==> config.mk <==
export PLATFORM = sky130hd
export DESIGN_NAME = cmac_queue
export DESIGN_NICKNAME = d
export VERILOG_FILES = /design/src/sv/cmac_pkg.sv /design/src/sv/cmac_queue.sv
export SDC_FILE = /design/constraint.sdc
export NUM_CORES = 1
export LEC_CHECK = 0
export BUFFER_PORTS_ARGS = -buffer_cell sky130_fd_sc_hd__clkbuf_2
export CAP_MARGIN = 20
export CORE_AREA = 2 2 272 194
export DETAILED_ROUTE_END_ITERATION = 12
export DIE_AREA = 0 0 274 196
export PLACE_DENSITY = 0.65
export SLEW_MARGIN = 20
export SYNTH_ARGS = -nofsm -noshare
export SYNTH_HDL_FRONTEND = slang
export SYNTH_SLANG_ARGS = --single-unit
==> constraint.sdc <==
create_clock -name clk_i -period 14.5 [get_ports clk_i]
set_input_delay 2.175 -clock clk_i [delete_from_list [all_inputs] [get_ports clk_i]]
set_output_delay 2.175 -clock clk_i [all_outputs]
set_load 0.02 [all_outputs]
==> src/sv/cmac_pkg.sv <==
package cmac_pkg;

  localparam int unsigned BlkW = 128;
  localparam int unsigned QDepth = 2;
  localparam int unsigned LastRound = 10;

  typedef enum logic [2:0] {
    B_IDLE,
    B_DERIVE,
    B_CHAIN,
    B_FINAL,
    B_OUT
  } back_state_e;

  // One queue entry: an optional chaining block and an optional final block.
  typedef struct packed {
    logic            do_chain;
    logic [BlkW-1:0] chain_blk;
    logic            do_final;
    logic            use_k1;
    logic [BlkW-1:0] final_blk;
  } q_entry_t;

  typedef struct packed {
    logic     valid;
    logic     full;
    q_entry_t head;
  } q_status_t;

  localparam logic [7:0] SBOX [256] = '{
    8'h63,8'h7c,8'h77,8'h7b,8'hf2,8'h6b,8'h6f,8'hc5,8'h30,8'h01,8'h67,8'h2b,8'hfe,8'hd7,8'hab,8'h76,
    8'hca,8'h82,8'hc9,8'h7d,8'hfa,8'h59,8'h47,8'hf0,8'had,8'hd4,8'ha2,8'haf,8'h9c,8'ha4,8'h72,8'hc0,
    8'hb7,8'hfd,8'h93,8'h26,8'h36,8'h3f,8'hf7,8'hcc,8'h34,8'ha5,8'he5,8'hf1,8'h71,8'hd8,8'h31,8'h15,
    8'h04,8'hc7,8'h23,8'hc3,8'h18,8'h96,8'h05,8'h9a,8'h07,8'h12,8'h80,8'he2,8'heb,8'h27,8'hb2,8'h75,
    8'h09,8'h83,8'h2c,8'h1a,8'h1b,8'h6e,8'h5a,8'ha0,8'h52,8'h3b,8'hd6,8'hb3,8'h29,8'he3,8'h2f,8'h84,
    8'h53,8'hd1,8'h00,8'hed,8'h20,8'hfc,8'hb1,8'h5b,8'h6a,8'hcb,8'hbe,8'h39,8'h4a,8'h4c,8'h58,8'hcf,
    8'hd0,8'hef,8'haa,8'hfb,8'h43,8'h4d,8'h33,8'h85,8'h45,8'hf9,8'h02,8'h7f,8'h50,8'h3c,8'h9f,8'ha8,
    8'h51,8'ha3,8'h40,8'h8f,8'h92,8'h9d,8'h38,8'hf5,8'hbc,8'hb6,8'hda,8'h21,8'h10,8'hff,8'hf3,8'hd2,
    8'hcd,8'h0c,8'h13,8'hec,8'h5f,8'h97,8'h44,8'h17,8'hc4,8'ha7,8'h7e,8'h3d,8'h64,8'h5d,8'h19,8'h73,
    8'h60,8'h81,8'h4f,8'hdc,8'h22,8'h2a,8'h90,8'h88,8'h46,8'hee,8'hb8,8'h14,8'hde,8'h5e,8'h0b,8'hdb,
    8'he0,8'h32,8'h3a,8'h0a,8'h49,8'h06,8'h24,8'h5c,8'hc2,8'hd3,8'hac,8'h62,8'h91,8'h95,8'he4,8'h79,
    8'he7,8'hc8,8'h37,8'h6d,8'h8d,8'hd5,8'h4e,8'ha9,8'h6c,8'h56,8'hf4,8'hea,8'h65,8'h7a,8'hae,8'h08,
    8'hba,8'h78,8'h25,8'h2e,8'h1c,8'ha6,8'hb4,8'hc6,8'he8,8'hdd,8'h74,8'h1f,8'h4b,8'hbd,8'h8b,8'h8a,
    8'h70,8'h3e,8'hb5,8'h66,8'h48,8'h03,8'hf6,8'h0e,8'h61,8'h35,8'h57,8'hb9,8'h86,8'hc1,8'h1d,8'h9e,
    8'he1,8'hf8,8'h98,8'h11,8'h69,8'hd9,8'h8e,8'h94,8'h9b,8'h1e,8'h87,8'he9,8'hce,8'h55,8'h28,8'hdf,
    8'h8c,8'ha1,8'h89,8'h0d,8'hbf,8'he6,8'h42,8'h68,8'h41,8'h99,8'h2d,8'h0f,8'hb0,8'h54,8'hbb,8'h16
  };

  function automatic logic [7:0] get_byte(input logic [BlkW-1:0] v, input int unsigned k);
    get_byte = v[BlkW-1-8*k -: 8];
  endfunction

  // Byte k of a block sits at bits 127-8k down to 120-8k; 15-k is ~k on four bits.
  function automatic logic [BlkW-1:0] put_byte(input logic [BlkW-1:0] v,
                                               input logic [3:0] k, input logic [7:0] b);
    logic [6:0] sh;
    sh = {~k, 3'b000};
    put_byte = v | (BlkW'(b) << sh);
  endfunction

  function automatic logic [7:0] xtime(input logic [7:0] v);
    xtime = {v[6:0], 1'b0} ^ (v[7] ? 8'h1b : 8'h00);
  endfunction

  function automatic logic [7:0] rcon(input logic [3:0] r);
    case (r)
      4'd1:    rcon = 8'h01;
      4'd2:    rcon = 8'h02;
      4'd3:    rcon = 8'h04;
      4'd4:    rcon = 8'h08;
      4'd5:    rcon = 8'h10;
      4'd6:    rcon = 8'h20;
      4'd7:    rcon = 8'h40;
      4'd8:    rcon = 8'h80;
      4'd9:    rcon = 8'h1b;
      4'd10:   rcon = 8'h36;
      default: rcon = 8'h00;
    endcase
  endfunction

  function automatic logic [BlkW-1:0] key_step(input logic [BlkW-1:0] rk, input logic [7:0] rc);
    logic [31:0] t, n0, n1, n2, n3;
    t  = {SBOX[get_byte(rk, 13)] ^ rc, SBOX[get_byte(rk, 14)],
          SBOX[get_byte(rk, 15)], SBOX[get_byte(rk, 12)]};
    n0 = rk[127:96] ^ t;
    n1 = rk[95:64] ^ n0;
    n2 = rk[63:32] ^ n1;
    n3 = rk[31:0] ^ n2;
    key_step = {n0, n1, n2, n3};
  endfunction

  function automatic logic [BlkW-1:0] aes_round(input logic [BlkW-1:0] s,
                                                input logic [BlkW-1:0] rk, input logic last);
    logic [7:0] t [16];
    logic [7:0] a0, a1, a2, a3, all;
    logic [BlkW-1:0] r;
    r = '0;
    for (int c = 0; c < 4; c++) begin
      for (int i = 0; i < 4; i++) begin
        t[i+4*c] = SBOX[get_byte(s, i + 4*((c+i) & 3))];
      end
    end
    for (int c = 0; c < 4; c++) begin
      a0 = t[4*c]; a1 = t[4*c+1]; a2 = t[4*c+2]; a3 = t[4*c+3];
      all = a0 ^ a1 ^ a2 ^ a3;
      if (!last) begin
        t[4*c]   = a0 ^ all ^ xtime(a0 ^ a1);
        t[4*c+1] = a1 ^ all ^ xtime(a1 ^ a2);
        t[4*c+2] = a2 ^ all ^ xtime(a2 ^ a3);
        t[4*c+3] = a3 ^ all ^ xtime(a3 ^ a0);
      end
    end
    for (int k = 0; k < 16; k++) begin
      r[BlkW-1-8*k -: 8] = t[k];
    end
    aes_round = r ^ rk;
  endfunction

  function automatic logic [BlkW-1:0] gf_double(input logic [BlkW-1:0] v);
    gf_double = {v[BlkW-2:0], 1'b0} ^ (v[BlkW-1] ? BlkW'(8'h87) : '0);
  endfunction

endpackage

==> src/sv/cmac_queue.sv <==
module cmac_queue (
  input  logic               clk_i,
  input  logic               rst_ni,
  input  logic               push_i,
  input  cmac_pkg::q_entry_t entry_i,
  input  logic               pop_i,
  output cmac_pkg::q_status_t status_o
);
  import cmac_pkg::*;

  q_entry_t   mem_q [QDepth];
  logic       wr_q, rd_q;
  logic [1:0] cnt_q;

  assign status_o.valid = (cnt_q != 2'd0);
  assign status_o.full  = (cnt_q == 2'(QDepth));
  assign status_o.head  = mem_q[rd_q];

  always_ff @(posedge clk_i) begin
    if (push_i) begin
      mem_q[wr_q] <= entry_i;
    end
  end

  always_ff @(posedge clk_i or negedge rst_ni) begin
    if (!rst_ni) begin
      wr_q  <= 1'b0;
      rd_q  <= 1'b0;
      cnt_q <= 2'd0;
    end else begin
      if (push_i) wr_q <= ~wr_q;
      if (pop_i) rd_q <= ~rd_q;
      cnt_q <= cnt_q + 2'(push_i) - 2'(pop_i);
    end
  end

endmodule

==> flow_summary.ini, run 1 <==
[route]
drt_wl_total_um = 40920
drcViolationCount = 0
via_count = 9627
vias_per_cell = 4.576
ant_nets = 0
wire_per_inst_um = 19.45
dr.first_iter.drc_count = 631
firstDrtPassIters = 6

[setup_path]
slowest_stage = dfrtp_4
path_max_fanout = 57
worstSetupPathType = register to output port
endpoint_kind = output port
start_kind = register
worst-path-buf-inv = 3
slowest_delay_ps = 950
path_cells = buf_4, buf_4, mux2_4, clkbuf_2
cp_data_arrival_time_ps = 3980
cp_top_family = buffers and inverters
cpMostUsedCell = buf_4
crit_required_ps = 12320

[global_route]
antenna_found_initial = 4
grt_pass1_vias = 9736
grt_pass1_wl_um = 58920
overflow = 0
grt.total_usage_pct = 14.50
grt_max_degree = 73

[timing]
setup_tns_ps = 0
whs_ps = 548.6
rsz0062_at_grt = no
finalMaxSlewViolations = 0
slew_headroom_pct = 30.05
finalHoldViolCount = 0
tightestPinTransition_ps = 1049
fin_crit_ps = 6155
skew_ps = 15.00
setup_viol = 0
post-route-period-util_pct = 42.45
fmax_mhz = 162.5

[cells_and_area]
final_nets = 1643
drive_gt1_share_pct = 61.42
syn_to_final_growth_pct = 25.31
stdcell_area_mm2 = 0.02470

[clocking]
cts_made_buffers = 50
cts_sinks = 522
cts_setup_buffers = 0
clockBufferDepth = 3
tritoncts = built
clockRootBuffer = clkbuf_16
worstSkewPairLatency_ps = 580
clkTransAtPathRegs_ps = 60
htreeDepth = 2
cts_hold_buf = 0
ctsResizeCount = 0

[logic_synthesis]
async_flop_share_pct = 0.7663
synth_area_mm2 = 0.01971
ys_ff_latch = 522
synth_warnings = 0
synth_top_area_share_pct = 78.92
synthDistinctLibCells = 13
yosys-top-cells-area = edfxtp_1 79%, mux2_4 15%, mux2_2 3.4%
synth_nets = 1086
syn_inst = 821
synth_edf_count = 518
synth_largest_area_cell = edfxtp_1
synth-seq-area-share_pct = 79.43
yosysMostFrequentCell = edfxtp_1
synthFlopType = edfxtp_1
synth_area_per_cell_um2 = 24.01
synth_commonest_cells = 518 x edfxtp_1, 200 x mux2_4, 59 x mux2_2

[place]
globalplace.congestion = 0.7951
port_buffers = 523
placed_cell_area_mm2 = 0.02299
place_hpwl_um = 28270

[job]
cap_violations = 0

[power_and_ir_drop]
ir_worst_vdd_v = 0.0001665
fin_total_pwr_mw = 5.165
power.leakage_nw = 9.906
powerDensity_mw_per_mm2 = 209.1

[floorplanning]
start_util_pct = 38.40
die-width_um = 274
dieArea_mm2 = 0.05370
fp-row-count = 70
io_pins = 524
core_area_mm2 = 0.05132
die_y_um = 196

[hold_path]
hold_class = register to register

[run_status]
outcome = complete, no violations
[final cells by class]
cell class | instances | area (um^2)
fillers | 4390 | 26630
flip-flops and latches | 522 | 15660
multi-input cells | 268 | 3769
repair buffers | 534 | 2700
clock buffers | 57 | 1277
well taps | 684 | 855.8
clock inverters | 35 | 425.4
inverters | 2 | 7.507
diodes | 2 | 5.005
[metal layers]
metal	wire length [um]	part of all wire (%)	GRT usage (%)	vias up
li1	-	-	-	4423
met1	16250	40	17.74	4787
met2	19620	48	23.59	360
met3	4345	11	6.218	53
met4	680	1.7	3.824	4
met5	27	0.066	0	-
[metrics by stage]
step / instances / setup slack [ps] / util [%]
2_1_floorplan: 821 / 266.6 / -
3_3_place_gp: 2010 / 9004 / 44.80
3_5_place_dp: 2010 / 8920 / 44.80
4_1_cts: 2102 / 8278 / 48.11
5_1_grt: 2102 / 8101 / 48.11
6_report: 2104 / 8345 / 48.12
[registers in the layout, indices dropped and copies added, names as in the netlist]
name   cells
cnt_q      2
mem_q    518
rd_q       1
wr_q       1
[final timing paths]
path / cells after the start / endpoint / startpoint / slack (ps)
worst max-delay path: 4 / status_o[208] / rd_q$_DFFE_PN0P_ / 8350
worst min-delay path: 1 / wr_q$_DFFE_PN0P_ / wr_q$_DFFE_PN0P_ / 550
worst max register to register: 3 / mem_q[1][77]$_DFFE_PP_ / wr_q$_DFFE_PN0P_ / 11120
worst min register to register: 1 / wr_q$_DFFE_PN0P_ / wr_q$_DFFE_PN0P_ / 550
max in group asynchronous: 1 / rd_q$_DFFE_PN0P_ / rst_ni / 12950
min in group asynchronous: 1 / cnt_q[1]$_DFF_PN0_ / rst_ni / 1410
[placed cells by master, fill, tap and decap left out, types with 3 or more instances in the layout]
master	n
clkinv_1	11
edfxtp_1	518
mux2_4	200
buf_4	11
bufinv_16	9
clkbuf_16	50
clkbuf_2	523
inv_6	3
dfrtp_1	3
clkbuf_1	7
clkinv_2	7
mux2_2	59
[cells by family (layout without fill, tap and decap cells)]
kind of cell,Yosys count,count (layout),synth area share (%)
DFF,522,522,79.43
adders and majority gates,2,2,0.1269
xor gates and xnor gates,3,3,0.2095
buffers and inverters,31,628,1.505
and+or+nand+nor,4,4,0.1270
other,0,2,0
muxes,259,259,18.61
[report_power, final]
group | switching (mW) | internal, mW | leakage [nW]
Combinational | 0.992 | 0.729 | 4.17
Clock | 0.545 | 0.796 | 0.831
Sequential | 0.0980 | 2.00 | 4.91
Total | 1.63 | 3.53 | 9.91
No activity file was read; power rests on OpenSTA's default activity.
==> run 2: changes to the inputs <==
--- a/config.mk
+++ b/config.mk
@@ -10,7 +10,7 @@
 export CORE_AREA = 2 2 272 194
 export DETAILED_ROUTE_END_ITERATION = 12
 export DIE_AREA = 0 0 274 196
-export PLACE_DENSITY = 0.65
+export PLACE_DENSITY = 0.67
 export SLEW_MARGIN = 20
 export SYNTH_ARGS = -nofsm -noshare
 export SYNTH_HDL_FRONTEND = slang
==> constraint.sdc (replaced) <==
create_clock -name clk_i -period 5.2 [get_ports clk_i]
set_input_delay 0.78 -clock clk_i [delete_from_list [all_inputs] [get_ports clk_i]]
set_output_delay 0.78 -clock clk_i [all_outputs]
set_load 0.02 [all_outputs]
==> flow_summary.ini, run 2 (synthesized netlist as in run 1, its figures left out) <==
[power_and_ir_drop]
power.leakage_nw = 9.903
pwr-share-comb_pct = 34.3
swShare_pct = 32.15
ir_worst_vdd_v = 0.0003367
fin_total_pwr_mw = 14.13
powerDensity_mw_per_mm2 = 572.1
p_clk_share_pct = 24.1
cell_internal_pwr_mw = 9.588
p_seq_share_pct = 41.6
netSwitchingPower_mw = 4.543

[route]
wire_per_inst_um = 19.14
drcViolationCount = 0
via_count = 9675
ant_nets = 0
dr.first_iter.drc_count = 631
firstDrtPassIters = 4
vias_per_cell = 4.568
drt_wl_total_um = 40540

[floorplanning]
dieArea_mm2 = 0.05370
io_pins = 524
fp-row-count = 70
core_area_mm2 = 0.05132
start_util_pct = 38.40
die-width_um = 274
die_y_um = 196

[place]
globalplace.congestion = 0.7882
port_buffers = 523
place_hpwl_um = 28270

[hold_path]
hold_class = input pin to register
holdPathEnd = mem_q[1][92]$_DFFE_PP_
hold_start = entry_i[92]
worstHoldPathCells = 1

[clocking]
tritoncts = built
worstSkewPairLatency_ps = 560
clkTransAtPathRegs_ps = 60
cts_made_buffers = 51
clockRootBuffer = clkbuf_16
htreeDepth = 2
ctsResizeCount = 0
cts_hold_buf = 1
cts_sinks = 522
clockBufferDepth = 3
cts_setup_buffers = 0

[cells_and_area]
final_cell_mix = 523 x clkbuf_2, 518 x edfxtp_1, 200 x mux2_4
reg_top3 = mem_q: 518 flops, cnt_q: 2 flops
final_common_cell = clkbuf_2
largest_reg_flops = 518
regArea_mm2 = 0.01566
drive_gt1_share_pct = 61.01
final_nets = 1657
regMostFlops = mem_q
syn_to_final_growth_pct = 25.33
multi_input_area_mm2 = 0.003769
nFillCells = 4350

[global_route]
antenna_found_initial = 3
overflow = 0
grt_pass1_vias = 10070
grt_pass1_wl_um = 59040
grt.total_usage_pct = 14.52
grt_max_degree = 85

[job]
cap_violations = 0

[setup_path]
path_max_fanout = 58
r2r_start = wr_q$_DFFE_PN0P_
worstSetupPathType = register to output port
crit_required_ps = 4420
r2r_end = mem_q[1][237]$_DFFE_PP_
endpoint_kind = output port
cp_data_arrival_time_ps = 2740
r2r_slack_ps = 3030
r2r_cells = 2
worstSetupStartpoint = rd_q$_DFFE_PN0P_
start_kind = register

[timing]
slew_headroom_pct = 29.71
finalMaxSlewViolations = 0
fmax_mhz = 284.3
setup_viol = 0
setup_tns_ps = 0
post-route-period-util_pct = 67.65
skew_ps = 10.63
tightestPinTransition_ps = 1054
finalHoldViolCount = 0
fin_crit_ps = 3518
rsz0062_at_grt = no

[run_status]
outcome = complete, no violations
==> run 2: critical path: stages, from the launching register on <==
cell      delay, ps
dfrtp_4        1120
buf_4           500
mux2_4          340
clkbuf_2        150
==> run 2: power groups by stage <==
stage / logic [mW] / registers (mW) / clock network (mW)
after floorplan: 3.63 / 5.90 / 0
after global placement: 4.90 / 5.93 / 0
after detailed placement: 4.92 / 5.98 / 0
after CTS: 4.93 / 5.89 / 3.52
after global routing: 5.13 / 5.95 / 3.67
final: 4.85 / 5.87 / 3.41
==> run 2: layer usage <==
metal	global-route usage [%]	up-vias	share of wire, %
met5	0	-	0
met3	5.300	61	9.6
li1	-	4446	-
met1	17.29	4789	39
met2	24.52	379	49
met4	4.569	0	2.3
==> run 2: final cells by class <==
class	count	share of cell area [%]
clock buffers	73	5.673
inverters	2	0.03039
clock inverters	19	0.5166
diodes	3	0.03039
repair buffers	547	11.64
flip-flops and latches	522	63.39
multi-input cells	268	15.26
well taps	684	3.465
==> run 2: worst max-delay path by stage <==
stage                       endpoint  slack, ps  cells after the start
2_1_floorplan  mem_q[0][0]$_DFFE_PP_        110                      1
3_3_place_gp           status_o[197]       2250                      3
3_5_place_dp           status_o[132]       2220                      3
4_1_cts                status_o[109]       1590                      3
5_1_grt                status_o[116]       1510                      3
6_report               status_o[109]       1680                      3
==> run 2: metrics by stage <==
stage / hold slack [ps] / cells / setup WS, ps / util (%) / cell area (um^2)
CTS: 351.4 / 2115 / 1589 / 48.12 / 24690
floorplan: 484.4 / 821 / 111.3 / - / 19720
global placement: 529.2 / 2022 / 2247 / 45.12 / 23160
global route: 354.3 / 2115 / 1509 / 48.12 / 24690
detailed placement: 550.1 / 2022 / 2215 / 45.12 / 23160
finish: 394.6 / 2118 / 1682 / 48.13 / 24700
