--- src/sv/cmac_pkg.sv ---
package cmac_pkg;

  localparam int unsigned BlkW = 128;
  localparam int unsigned QDepth = 2;
  localparam int unsigned LastRound = 10;

  typedef enum logic [2:0] {
    B_IDLE,
    B_DERIVE,
    B_CHAIN,
    B_FINAL,
    B_OUT
  } back_state_e;

  // One queue entry: an optional chaining block and an optional final block.
  typedef struct packed {
    logic            do_chain;
    logic [BlkW-1:0] chain_blk;
    logic            do_final;
    logic            use_k1;
    logic [BlkW-1:0] final_blk;
  } q_entry_t;

  typedef struct packed {
    logic     valid;
    logic     full;
    q_entry_t head;
  } q_status_t;

  localparam logic [7:0] SBOX [256] = '{
    8'h63,8'h7c,8'h77,8'h7b,8'hf2,8'h6b,8'h6f,8'hc5,8'h30,8'h01,8'h67,8'h2b,8'hfe,8'hd7,8'hab,8'h76,
    8'hca,8'h82,8'hc9,8'h7d,8'hfa,8'h59,8'h47,8'hf0,8'had,8'hd4,8'ha2,8'haf,8'h9c,8'ha4,8'h72,8'hc0,
    8'hb7,8'hfd,8'h93,8'h26,8'h36,8'h3f,8'hf7,8'hcc,8'h34,8'ha5,8'he5,8'hf1,8'h71,8'hd8,8'h31,8'h15,
    8'h04,8'hc7,8'h23,8'hc3,8'h18,8'h96,8'h05,8'h9a,8'h07,8'h12,8'h80,8'he2,8'heb,8'h27,8'hb2,8'h75,
    8'h09,8'h83,8'h2c,8'h1a,8'h1b,8'h6e,8'h5a,8'ha0,8'h52,8'h3b,8'hd6,8'hb3,8'h29,8'he3,8'h2f,8'h84,
    8'h53,8'hd1,8'h00,8'hed,8'h20,8'hfc,8'hb1,8'h5b,8'h6a,8'hcb,8'hbe,8'h39,8'h4a,8'h4c,8'h58,8'hcf,
    8'hd0,8'hef,8'haa,8'hfb,8'h43,8'h4d,8'h33,8'h85,8'h45,8'hf9,8'h02,8'h7f,8'h50,8'h3c,8'h9f,8'ha8,
    8'h51,8'ha3,8'h40,8'h8f,8'h92,8'h9d,8'h38,8'hf5,8'hbc,8'hb6,8'hda,8'h21,8'h10,8'hff,8'hf3,8'hd2,
    8'hcd,8'h0c,8'h13,8'hec,8'h5f,8'h97,8'h44,8'h17,8'hc4,8'ha7,8'h7e,8'h3d,8'h64,8'h5d,8'h19,8'h73,
    8'h60,8'h81,8'h4f,8'hdc,8'h22,8'h2a,8'h90,8'h88,8'h46,8'hee,8'hb8,8'h14,8'hde,8'h5e,8'h0b,8'hdb,
    8'he0,8'h32,8'h3a,8'h0a,8'h49,8'h06,8'h24,8'h5c,8'hc2,8'hd3,8'hac,8'h62,8'h91,8'h95,8'he4,8'h79,
    8'he7,8'hc8,8'h37,8'h6d,8'h8d,8'hd5,8'h4e,8'ha9,8'h6c,8'h56,8'hf4,8'hea,8'h65,8'h7a,8'hae,8'h08,
    8'hba,8'h78,8'h25,8'h2e,8'h1c,8'ha6,8'hb4,8'hc6,8'he8,8'hdd,8'h74,8'h1f,8'h4b,8'hbd,8'h8b,8'h8a,
    8'h70,8'h3e,8'hb5,8'h66,8'h48,8'h03,8'hf6,8'h0e,8'h61,8'h35,8'h57,8'hb9,8'h86,8'hc1,8'h1d,8'h9e,
    8'he1,8'hf8,8'h98,8'h11,8'h69,8'hd9,8'h8e,8'h94,8'h9b,8'h1e,8'h87,8'he9,8'hce,8'h55,8'h28,8'hdf,
    8'h8c,8'ha1,8'h89,8'h0d,8'hbf,8'he6,8'h42,8'h68,8'h41,8'h99,8'h2d,8'h0f,8'hb0,8'h54,8'hbb,8'h16
  };

  function automatic logic [7:0] get_byte(input logic [BlkW-1:0] v, input int unsigned k);
    get_byte = v[BlkW-1-8*k -: 8];
  endfunction

  // Byte k of a block sits at bits 127-8k down to 120-8k; 15-k is ~k on four bits.
  function automatic logic [BlkW-1:0] put_byte(input logic [BlkW-1:0] v,
                                               input logic [3:0] k, input logic [7:0] b);
    logic [6:0] sh;
    sh = {~k, 3'b000};
    put_byte = v | (BlkW'(b) << sh);
  endfunction

  function automatic logic [7:0] xtime(input logic [7:0] v);
    xtime = {v[6:0], 1'b0} ^ (v[7] ? 8'h1b : 8'h00);
  endfunction

  function automatic logic [7:0] rcon(input logic [3:0] r);
    case (r)
      4'd1:    rcon = 8'h01;
      4'd2:    rcon = 8'h02;
      4'd3:    rcon = 8'h04;
      4'd4:    rcon = 8'h08;
      4'd5:    rcon = 8'h10;
      4'd6:    rcon = 8'h20;
      4'd7:    rcon = 8'h40;
      4'd8:    rcon = 8'h80;
      4'd9:    rcon = 8'h1b;
      4'd10:   rcon = 8'h36;
      default: rcon = 8'h00;
    endcase
  endfunction

  function automatic logic [BlkW-1:0] key_step(input logic [BlkW-1:0] rk, input logic [7:0] rc);
    logic [31:0] t, n0, n1, n2, n3;
    t  = {SBOX[get_byte(rk, 13)] ^ rc, SBOX[get_byte(rk, 14)],
          SBOX[get_byte(rk, 15)], SBOX[get_byte(rk, 12)]};
    n0 = rk[127:96] ^ t;
    n1 = rk[95:64] ^ n0;
    n2 = rk[63:32] ^ n1;
    n3 = rk[31:0] ^ n2;
    key_step = {n0, n1, n2, n3};
  endfunction

  function automatic logic [BlkW-1:0] aes_round(input logic [BlkW-1:0] s,
                                                input logic [BlkW-1:0] rk, input logic last);
    logic [7:0] t [16];
    logic [7:0] a0, a1, a2, a3, all;
    logic [BlkW-1:0] r;
    r = '0;
    for (int c = 0; c < 4; c++) begin
      for (int i = 0; i < 4; i++) begin
        t[i+4*c] = SBOX[get_byte(s, i + 4*((c+i) & 3))];
      end
    end
    for (int c = 0; c < 4; c++) begin
      a0 = t[4*c]; a1 = t[4*c+1]; a2 = t[4*c+2]; a3 = t[4*c+3];
      all = a0 ^ a1 ^ a2 ^ a3;
      if (!last) begin
        t[4*c]   = a0 ^ all ^ xtime(a0 ^ a1);
        t[4*c+1] = a1 ^ all ^ xtime(a1 ^ a2);
        t[4*c+2] = a2 ^ all ^ xtime(a2 ^ a3);
        t[4*c+3] = a3 ^ all ^ xtime(a3 ^ a0);
      end
    end
    for (int k = 0; k < 16; k++) begin
      r[BlkW-1-8*k -: 8] = t[k];
    end
    aes_round = r ^ rk;
  endfunction

  function automatic logic [BlkW-1:0] gf_double(input logic [BlkW-1:0] v);
    gf_double = {v[BlkW-2:0], 1'b0} ^ (v[BlkW-1] ? BlkW'(8'h87) : '0);
  endfunction

endpackage

--- src/sv/cmac_if.sv ---
interface cmac_in_if;
  logic       valid;
  logic       ready;
  logic [7:0] data_byte;
  logic       byte_present;
  logic       message_end;
  modport source (output valid, data_byte, byte_present, message_end, input ready);
  modport sink (input valid, data_byte, byte_present, message_end, output ready);
endinterface


--- src/sv/cmac_front.sv ---
module cmac_front (
  input  logic             clk_i,
  input  logic             rst_ni,
  cmac_in_if.sink          in_i,
  input  logic             q_full_i,
  output logic             push_o,
  output cmac_pkg::q_entry_t entry_o
);
  import cmac_pkg::*;

  logic [4:0]      cnt_q, cnt_d;
  logic [BlkW-1:0] blk_q, blk_d;
  logic            acc, active, chain;
  logic [4:0]      base_cnt, cnt1;
  logic [BlkW-1:0] base_blk, blk1;

  assign in_i.ready = !q_full_i;
  assign acc    = in_i.valid && in_i.ready;
  assign active = acc && (in_i.byte_present || in_i.message_end);

  always_comb begin
    chain    = in_i.byte_present && (cnt_q == 5'd16);
    base_blk = chain ? '0 : blk_q;
    base_cnt = chain ? 5'd0 : cnt_q;
    blk1     = base_blk;
    cnt1     = base_cnt;
    if (in_i.byte_present) begin
      blk1 = put_byte(base_blk, base_cnt[3:0], in_i.data_byte);
      cnt1 = base_cnt + 5'd1;
    end
    entry_o.do_chain  = chain;
    entry_o.chain_blk = blk_q;
    entry_o.do_final  = in_i.message_end;
    entry_o.use_k1    = (cnt1 == 5'd16);
    // A short final block gets the one-then-zeros pad.
    entry_o.final_blk = (cnt1 == 5'd16) ? blk1 : put_byte(blk1, cnt1[3:0], 8'h80);
    push_o = active && (chain || in_i.message_end);
    cnt_d  = in_i.message_end ? 5'd0 : cnt1;
    blk_d  = in_i.message_end ? '0 : blk1;
  end

  always_ff @(posedge clk_i or negedge rst_ni) begin
    if (!rst_ni) begin
      cnt_q <= 5'd0;
      blk_q <= '0;
    end else if (active) begin
      cnt_q <= cnt_d;
      blk_q <= blk_d;
    end
  end

endmodule

--- src/flat_wrapper.sv ---
// flat-port wrapper written by rule: the top's interface ports become plain ports
module cmac_front_flat import cmac_pkg::*;
  (clk_i, rst_ni, q_full_i, push_o, entry_o, in_i_valid, in_i_data_byte, in_i_byte_present, in_i_message_end, in_i_ready);
  cmac_in_if in_i_i ();
  input  logic clk_i;
  input  logic rst_ni;
  input  logic q_full_i;
  output logic push_o;
  output cmac_pkg::q_entry_t entry_o;
  input wire logic [$bits(in_i_i.valid)-1:0] in_i_valid;
  input wire logic [$bits(in_i_i.data_byte)-1:0] in_i_data_byte;
  input wire logic [$bits(in_i_i.byte_present)-1:0] in_i_byte_present;
  input wire logic [$bits(in_i_i.message_end)-1:0] in_i_message_end;
  output wire logic [$bits(in_i_i.ready)-1:0] in_i_ready;
  assign in_i_i.valid = in_i_valid;
  assign in_i_i.data_byte = in_i_data_byte;
  assign in_i_i.byte_present = in_i_byte_present;
  assign in_i_i.message_end = in_i_message_end;
  assign in_i_ready = in_i_i.ready;
  cmac_front u_core (.clk_i(clk_i), .rst_ni(rst_ni), .in_i(in_i_i), .q_full_i(q_full_i), .push_o(push_o), .entry_o(entry_o));
endmodule
--- config.mk ---
export PLATFORM = sky130hd
export DESIGN_NAME = cmac_front_flat
export DESIGN_NICKNAME = d
export VERILOG_FILES = /design/src/sv/cmac_pkg.sv /design/src/sv/cmac_if.sv /design/src/sv/cmac_front.sv /design/src/flat_wrapper.sv
export SDC_FILE = /design/constraint.sdc
export NUM_CORES = 1
export LEC_CHECK = 0
export ABC_AREA = 0
export BUFFER_PORTS_ARGS = -buffer_cell sky130_fd_sc_hd__buf_4
export CORE_AREA = 4 4 126 128
export DETAILED_ROUTE_END_ITERATION = 10
export DIE_AREA = 0 0 130 132
export PLACE_DENSITY_LB_ADDON = 0.15
export SKIP_LAST_GASP = 1
export SLEW_MARGIN = 20
export SYNTH_ARGS = -nofsm -noshare
export SYNTH_HDL_FRONTEND = slang
export SYNTH_SLANG_ARGS = --single-unit
--- constraint.sdc ---
create_clock -name clk_i -period 5.9 [get_ports clk_i]
set_clock_uncertainty 0.2 [all_clocks]
set_input_delay 0.59 -clock clk_i [delete_from_list [all_inputs] [get_ports clk_i]]
set_output_delay 0.59 -clock clk_i [all_outputs]
set_load 0.02 [all_outputs]
==> impl_metrics.toml, run 1 <==
[critical_path]
critPathMaxStageDelay_ns = 0.74
critPathLaunchType = "register"
critical_path_peak_fanout = 74
cp.arrival_ns = 3.74
crit_chain = "clkinv_1 -> ha_1 -> and2_1 -> nand3_4 -> inv_2 -> o21ai_4 -> inv_1 -> buf_4"
slowest_stage = "o21ai_4"
criticalPathCategory = "register to primary output"
end_kind = "primary output"
critPathRequiredTime_ns = 5.11
cp_top_family = "simple AND/OR/NAND/NOR gates"
worst-path-buf-inv = 4

[final_layout]
fillCellCount = 1234
fin_cells = 1160
seqCellArea_um2 = 3330
area_growth_pct = 37.0
nets = 975
final_common_cell = "buf_4"
drive_above_1_share_pct = 34.8
diodes = 0
layout_common_cells = "buf_4, dfrtp_1, nand2_1"
multiInputGateArea_um2 = 3450

[global_route]
grt-ovfl-total = 0
grt_use_total_pct = 28.5
grt_pass1_vias = 6707
grt_pass1_wl_um = 38500
antenna_found_initial = 0
grt_max_degree = 75

[sta]
finalCriticalPeriod_ns = 4.53
worstMarginPinSlew_ns = 1.05
drv_slew = 0
setup_violations = 0
period_share_pct = 76.7
max_freq_mhz = 221
tns_ns = 0
final_hold_viol_count = 0
max_slew_margin_pct = 30.0
rsz0062_at_grt = "no"

[detailed_routing]
drtIter0Drc = 671
avgViaCountPerCell = 6.26
detail-route-antenna-nets = 0
vias = 7258
wl_um = 25400
firstDrtPassIters = 5
wire_per_inst_um = 21.9
route.detailed.drc = 0

[clocking]
clock_latency_ns = 0.42
h-tree-depth = 4
cts.sinks = 133
cts.clk_slew.worst_paths_ns = 0.06
numCtsBuffers = 17
cts_resized = 0
cts_tree = "yes"
clock_path_buffers = 2
cts.hold.buffers_added = 1
post_cts_buffers = 0
clockRootBuffer = "clkbuf_16"

[floorplanning]
rows = 45
coreArea_um2 = 14900
dieArea_um2 = 17200
fp.dieW_um = 130
die_y_um = 132
pin_count = 275
start_util_pct = 48.5

[logic_synthesis]
syn-cell-area_um2 = 7200
yosysWarnings = 0
synth-async-reset-ratio_pct = 100
ys_seq_area_share_pct = 46.2
synth.avg_cell_area_um2 = 9.67
synth-edff-count = 0
syn_nets = 761
synth_seq_cells = 133
synthCells = 745
synthFlopType = "dfrtp_1"
ys_types = 51

[placed_design]
dp.cells = 1126
portBuffers = 274
place.gp.congestion = 0.852
place_hpwl_um = 16600

[power_and_ir_drop]
p_per_area_nw_per_um2 = 284
power.leakage_nw = 4.52
ir_drop_uv = 224

[run_status]
outcome = "finished, final reports clean"

[hold_path]
hold_class = "register to register"

[run]
cap_violations = 0
[cells by family after synthesis]
logic type,Yosys count,share of synthesized area (%)
xor+xnor,2,0.243
buf+inv,99,6.25
flops,133,46.2
simple gates,173,11.5
fa+ha+maj,2,0.347
compound gates,336,35.5
[per-stage QoR]
stage                     cell area, um2  util [%]  power, mW  hold slack, ns  setup WS, ns
final                               9870      66.4       2.81           0.313          1.37
after global routing                9870      66.4       2.91           0.343          1.07
after CTS                           9840      66.2       2.82           0.319          1.40
after detailed placement            9180      61.7       1.66           0.303          1.87
after global placement              9180      61.7       1.65           0.298          1.95
after floorplan                     7200         -       1.40          0.0944          2.81
[registers in the layout, summed over array words and instances, names as in the netlist]
signal	cells
u_core.blk_q	128
u_core.cnt_q	5
[metal layers]
layer | routed length, um | track usage (%) | share of wire, % | vias to the layer above
li1 | - | - | - | 3271
met1 | 9970 | 37.6 | 39 | 3561
met2 | 12100 | 44.5 | 48 | 376
met3 | 2630 | 8.23 | 10 | 50
met4 | 705 | 11.0 | 2.8 | 0
met5 | 0 | 0 | 0 | -
[worst paths after layout]
check | from | end | slack (ns) | depth (start not counted)
worst max-delay path | u_core.cnt_q[0] | push_o | 1.37 | 8
worst min-delay path | u_core.blk_q[125] | u_core.blk_q[125] | 0.31 | 1
worst max register to register | u_core.cnt_q[0] | u_core.blk_q[30] | 1.78 | 8
worst min register to register | u_core.blk_q[125] | u_core.blk_q[125] | 0.31 | 1
max in group asynchronous | rst_ni | u_core.blk_q[72] | 3.67 | 3
min in group asynchronous | rst_ni | u_core.blk_q[2] | 0.54 | 2
[Yosys cell counts, types with 2 or more instances]
cell type    n  area, um2
nand3_1      8       40.0
a2111oi_4    2       55.1
nand2_4      5       56.3
and2_1       2       12.5
buf_2       21        105
a22o_1      57        499
o2bb2ai_1   64        561
nand3_2      2       20.0
o221ai_1     7       61.3
a2bb2oi_1    2       17.5
inv_2        2       7.51
dfrtp_1    133       3330
a22oi_1      8       60.1
nor2b_1      2       12.5
a211oi_1     2       15.0
a32o_1      23        230
inv_1        6       22.5
buf_4        2       15.0
nand4_1      3       18.8
nor2_1      10       37.5
clkbuf_1    60        225
xor2_1       2       17.5
buf_6        6       67.6
nor3_1       3       15.0
o21ai_1     12       60.1
ha_1         2       25.0
a31oi_1      3       18.8
a21oi_1      4       20.0
o31ai_1      3       22.5
a32oi_1     44        385
o21ai_0     99        495
nor4_2       5       62.6
nand2_1    120        450
nand2b_1     4       25.0
[where the power goes]
group / switching (mW) / internal (mW)
clock network: 0.396 / 0.759
logic: 0.391 / 0.238
registers: 0.0604 / 0.962
[layout make-up]
class	instances	area share [%]
Tap cell	188	2.38
Clock inverter	13	2.08
Timing Repair Buffer	285	22.0
Sequential cell	133	33.7
Inverter	9	0.342
Clock buffer	19	4.49
Multi-Input combinational cell	513	35.0
Power figures use the tool's default switching activity.
==> inputs of run 2 (changes only) <==
--- a/config.mk
+++ b/config.mk
@@ -5,11 +5,11 @@
 export SDC_FILE = /design/constraint.sdc
 export NUM_CORES = 1
 export LEC_CHECK = 0
-export ABC_AREA = 0
+export ABC_AREA = 1
 export BUFFER_PORTS_ARGS = -buffer_cell sky130_fd_sc_hd__buf_4
-export CORE_AREA = 4 4 126 128
+export CORE_AREA = 4 4 135 137
 export DETAILED_ROUTE_END_ITERATION = 10
-export DIE_AREA = 0 0 130 132
+export DIE_AREA = 0 0 139 141
 export PLACE_DENSITY_LB_ADDON = 0.15
 export SKIP_LAST_GASP = 1
 export SLEW_MARGIN = 20
==> constraint.sdc (replaced) <==
create_clock -name clk_i -period 3.7 [get_ports clk_i]
set_clock_uncertainty 0.2 [all_clocks]
set_input_delay 0.37 -clock clk_i [delete_from_list [all_inputs] [get_ports clk_i]]
set_output_delay 0.37 -clock clk_i [all_outputs]
set_load 0.02 [all_outputs]
==> run 2 against run 1 <==
Sequential share of layout area is 1.8 points lower. Routed wire length is 8.5% higher. Global-route usage is 1.2 points lower. Flip-flop and latch count stayed put. Critical path type unchanged. Highest routed layer unchanged.
==> impl_metrics.toml, run 2 <==
[placed_design]
portBuffers = 274
place_hpwl_um = 18900
place.gp.congestion = 0.866
placed_area_um2 = 9820
dpl_worst_slack_ns = 0.633

[final_layout]
largest_registers = "u_core.blk_q (128), u_core.cnt_q (5)"
largest_reg_flops = 128
area_growth_pct = 35.6
max_flop_register = "u_core.blk_q"
diodes = 0
drive_above_1_share_pct = 27.5
layout_common_cells = "nand2_1, buf_4, dfrtp_1"
final_common_cell = "nand2_1"
fin_area_um2 = 10400
nets = 1371
fillCellCount = 1628

[clocking]
clock_latency_ns = 0.42
numCtsBuffers = 17
clockRootBuffer = "clkbuf_16"
cts_tree = "yes"
cts.clk_slew.worst_paths_ns = 0.06
h-tree-depth = 4
cts.sinks = 133
clock_path_buffers = 2

[logic_synthesis]
synthFlopType = "dfrtp_1"
synth.avg_cell_area_um2 = 6.89
synth.most_common_cell = "nand2_1"
ys_types = 32
synthCells = 1116
synth-edff-count = 0
ys_seq_area_share_pct = 43.3
synth_seq_cells = 133
synth_area_leader_cell = "dfrtp_1"
synth_area_leaders = "dfrtp_1, nand2_1, nand4_1"
syn_nets = 1132
yosysTopAreaCellShare_pct = 43.3
synth-async-reset-ratio_pct = 100
syn-cell-area_um2 = 7690
yosysWarnings = 0
synthTopCellsByCount = "nand2_1, dfrtp_1, nand4_1"

[critical_path]
critical_path_peak_fanout = 31
cp.arrival_ns = 2.89
critPathRequiredTime_ns = 3.13
end_kind = "primary output"
critPathLaunchType = "register"
rrSetupSlack_ns = 1.02
criticalPathCategory = "register to primary output"

[power_and_ir_drop]
comb_power_share_pct = 22.4
power.leakage_nw = 6.10
seqPwrFrac_pct = 36.9
netSwitchingFraction_pct = 32.2
pwr-share-clk_pct = 40.7
ir_drop_uv = 360
p_int_mw = 2.85
p_per_area_nw_per_um2 = 403
p_sw_mw = 1.35

[floorplanning]
start_util_pct = 45.1
pin_count = 275
rows = 48
dieArea_um2 = 19600
coreArea_um2 = 17100
fp.dieW_um = 139
die_y_um = 141

[sta]
final_hold_viol_count = 0
fin_ws_ns = 0.237
max_slew_margin_pct = 43.5
drv_slew = 0
setup_violations = 0
worstMarginPinSlew_ns = 0.848
rsz0062_at_grt = "no"
max_freq_mhz = 289
tns_ns = 0
finalCriticalPeriod_ns = 3.46
period_share_pct = 93.6

[detailed_routing]
avgViaCountPerCell = 5.11
wl_um = 27500
firstDrtPassIters = 5
vias = 8135
wire_per_inst_um = 17.3
drtIter0Drc = 494
detail-route-antenna-nets = 0
route.detailed.drc = 0

[global_route]
grt_max_degree = 130
antenna_found_initial = 0
grt_pass1_vias = 7750
grt_pass1_wl_um = 42800
grt_use_total_pct = 27.4
grt-ovfl-total = 0

[run]
cap_violations = 0

[hold_path]
hold_class = "primary input to register"

[run_status]
outcome = "finished, final reports clean"
## run 2: changes by cell type after synthesis, moves of 30 or more
| cell | change |
|---|---|
| a22o_1 | -57 |
| a32oi_1 | -44 |
| nand2_1 | +595 |
| nand4_1 | +30 |
| o21ai_0 | -96 |
| o2bb2ai_1 | -64 |
## run 2: layout make-up
type | instances | area (um2) | area share, %
clock inverters | 11 | 125 | 1.20
flip-flops and latches | 133 | 3330 | 31.9
clock buffers | 20 | 467 | 4.48
multi-input cells | 884 | 3890 | 37.3
well taps | 225 | 282 | 2.70
inverters | 25 | 98.8 | 0.948
repair buffers | 294 | 2240 | 21.5
## run 2: final timing paths
path                                  startpoint               end  cells past startpoint
worst min-delay path                    q_full_i   u_core.cnt_q[3]                      3
min in group asynchronous                 rst_ni  u_core.blk_q[44]                      2
worst min register to register  u_core.blk_q[57]  u_core.blk_q[57]                      2
worst max-delay path             u_core.cnt_q[0]       entry_o[12]                     10
max in group asynchronous                 rst_ni  u_core.blk_q[80]                      3
worst max register to register   u_core.cnt_q[0]  u_core.blk_q[12]                     11
## run 2: repair_timing
action / in CTS / in global routing
endpoints found under the hold margin: 82 / 0
hold buffers: 1 / 0
gates resized for setup: 0 / 1
endpoints found under the setup margin: 0 / 16
setup buffers: 0 / 0
## run 2: per-stage QoR
step	hold slack, ns	power [mW]	instances	util, %
after CTS	0.0762	4.22	1592	61.1
after global placement	0.287	2.51	1560	57.6
after global routing	0.103	4.37	1592	61.1
after detailed placement	0.292	2.51	1560	57.6
after floorplan	-0.126	2.12	1116	-
final	0.0745	4.20	1592	61.1
## run 2: power by group through the flow
stage                     logic [mW]  clock network, mW  registers, mW
after floorplan                0.487                  0           1.63
after global placement         0.935                  0           1.57
after detailed placement       0.940                  0           1.57
after CTS                      0.944               1.73           1.55
after global routing            1.01               1.80           1.56
final                          0.942               1.71           1.55
## run 2: routing by layer
metal  global-route usage [%]  share of wire, %
met4                     10.4               3.0
met1                     34.9                41
met5                        0                 0
met2                     44.9                48
met3                     7.16               7.5
## run 2: kinds of logic (layout without fill, tap and decap cells)
logic type	after synthesis	count (layout)	synth area share (%)
AO/OA/AOI/OAI	44	44	3.95
XOR/XNOR	2	2	0.228
adder cells (fa/ha/maj)	2	2	0.325
buffers and inverters	99	350	6.22
flip-flops	133	133	43.3
AND/OR/NAND/NOR	836	836	46.0
## run 2: critical path, stage by stage, from the launching register on
cell and delay (ns):
dfrtp_1 0.38, inv_1 0.09, ha_1 0.18, nand2_1 0.07
inv_2 0.06, nand3_4 0.31, buf_4 0.40, a21boi_4 0.42
nand2_1 0.16, o21ai_1 0.20, buf_4 0.18
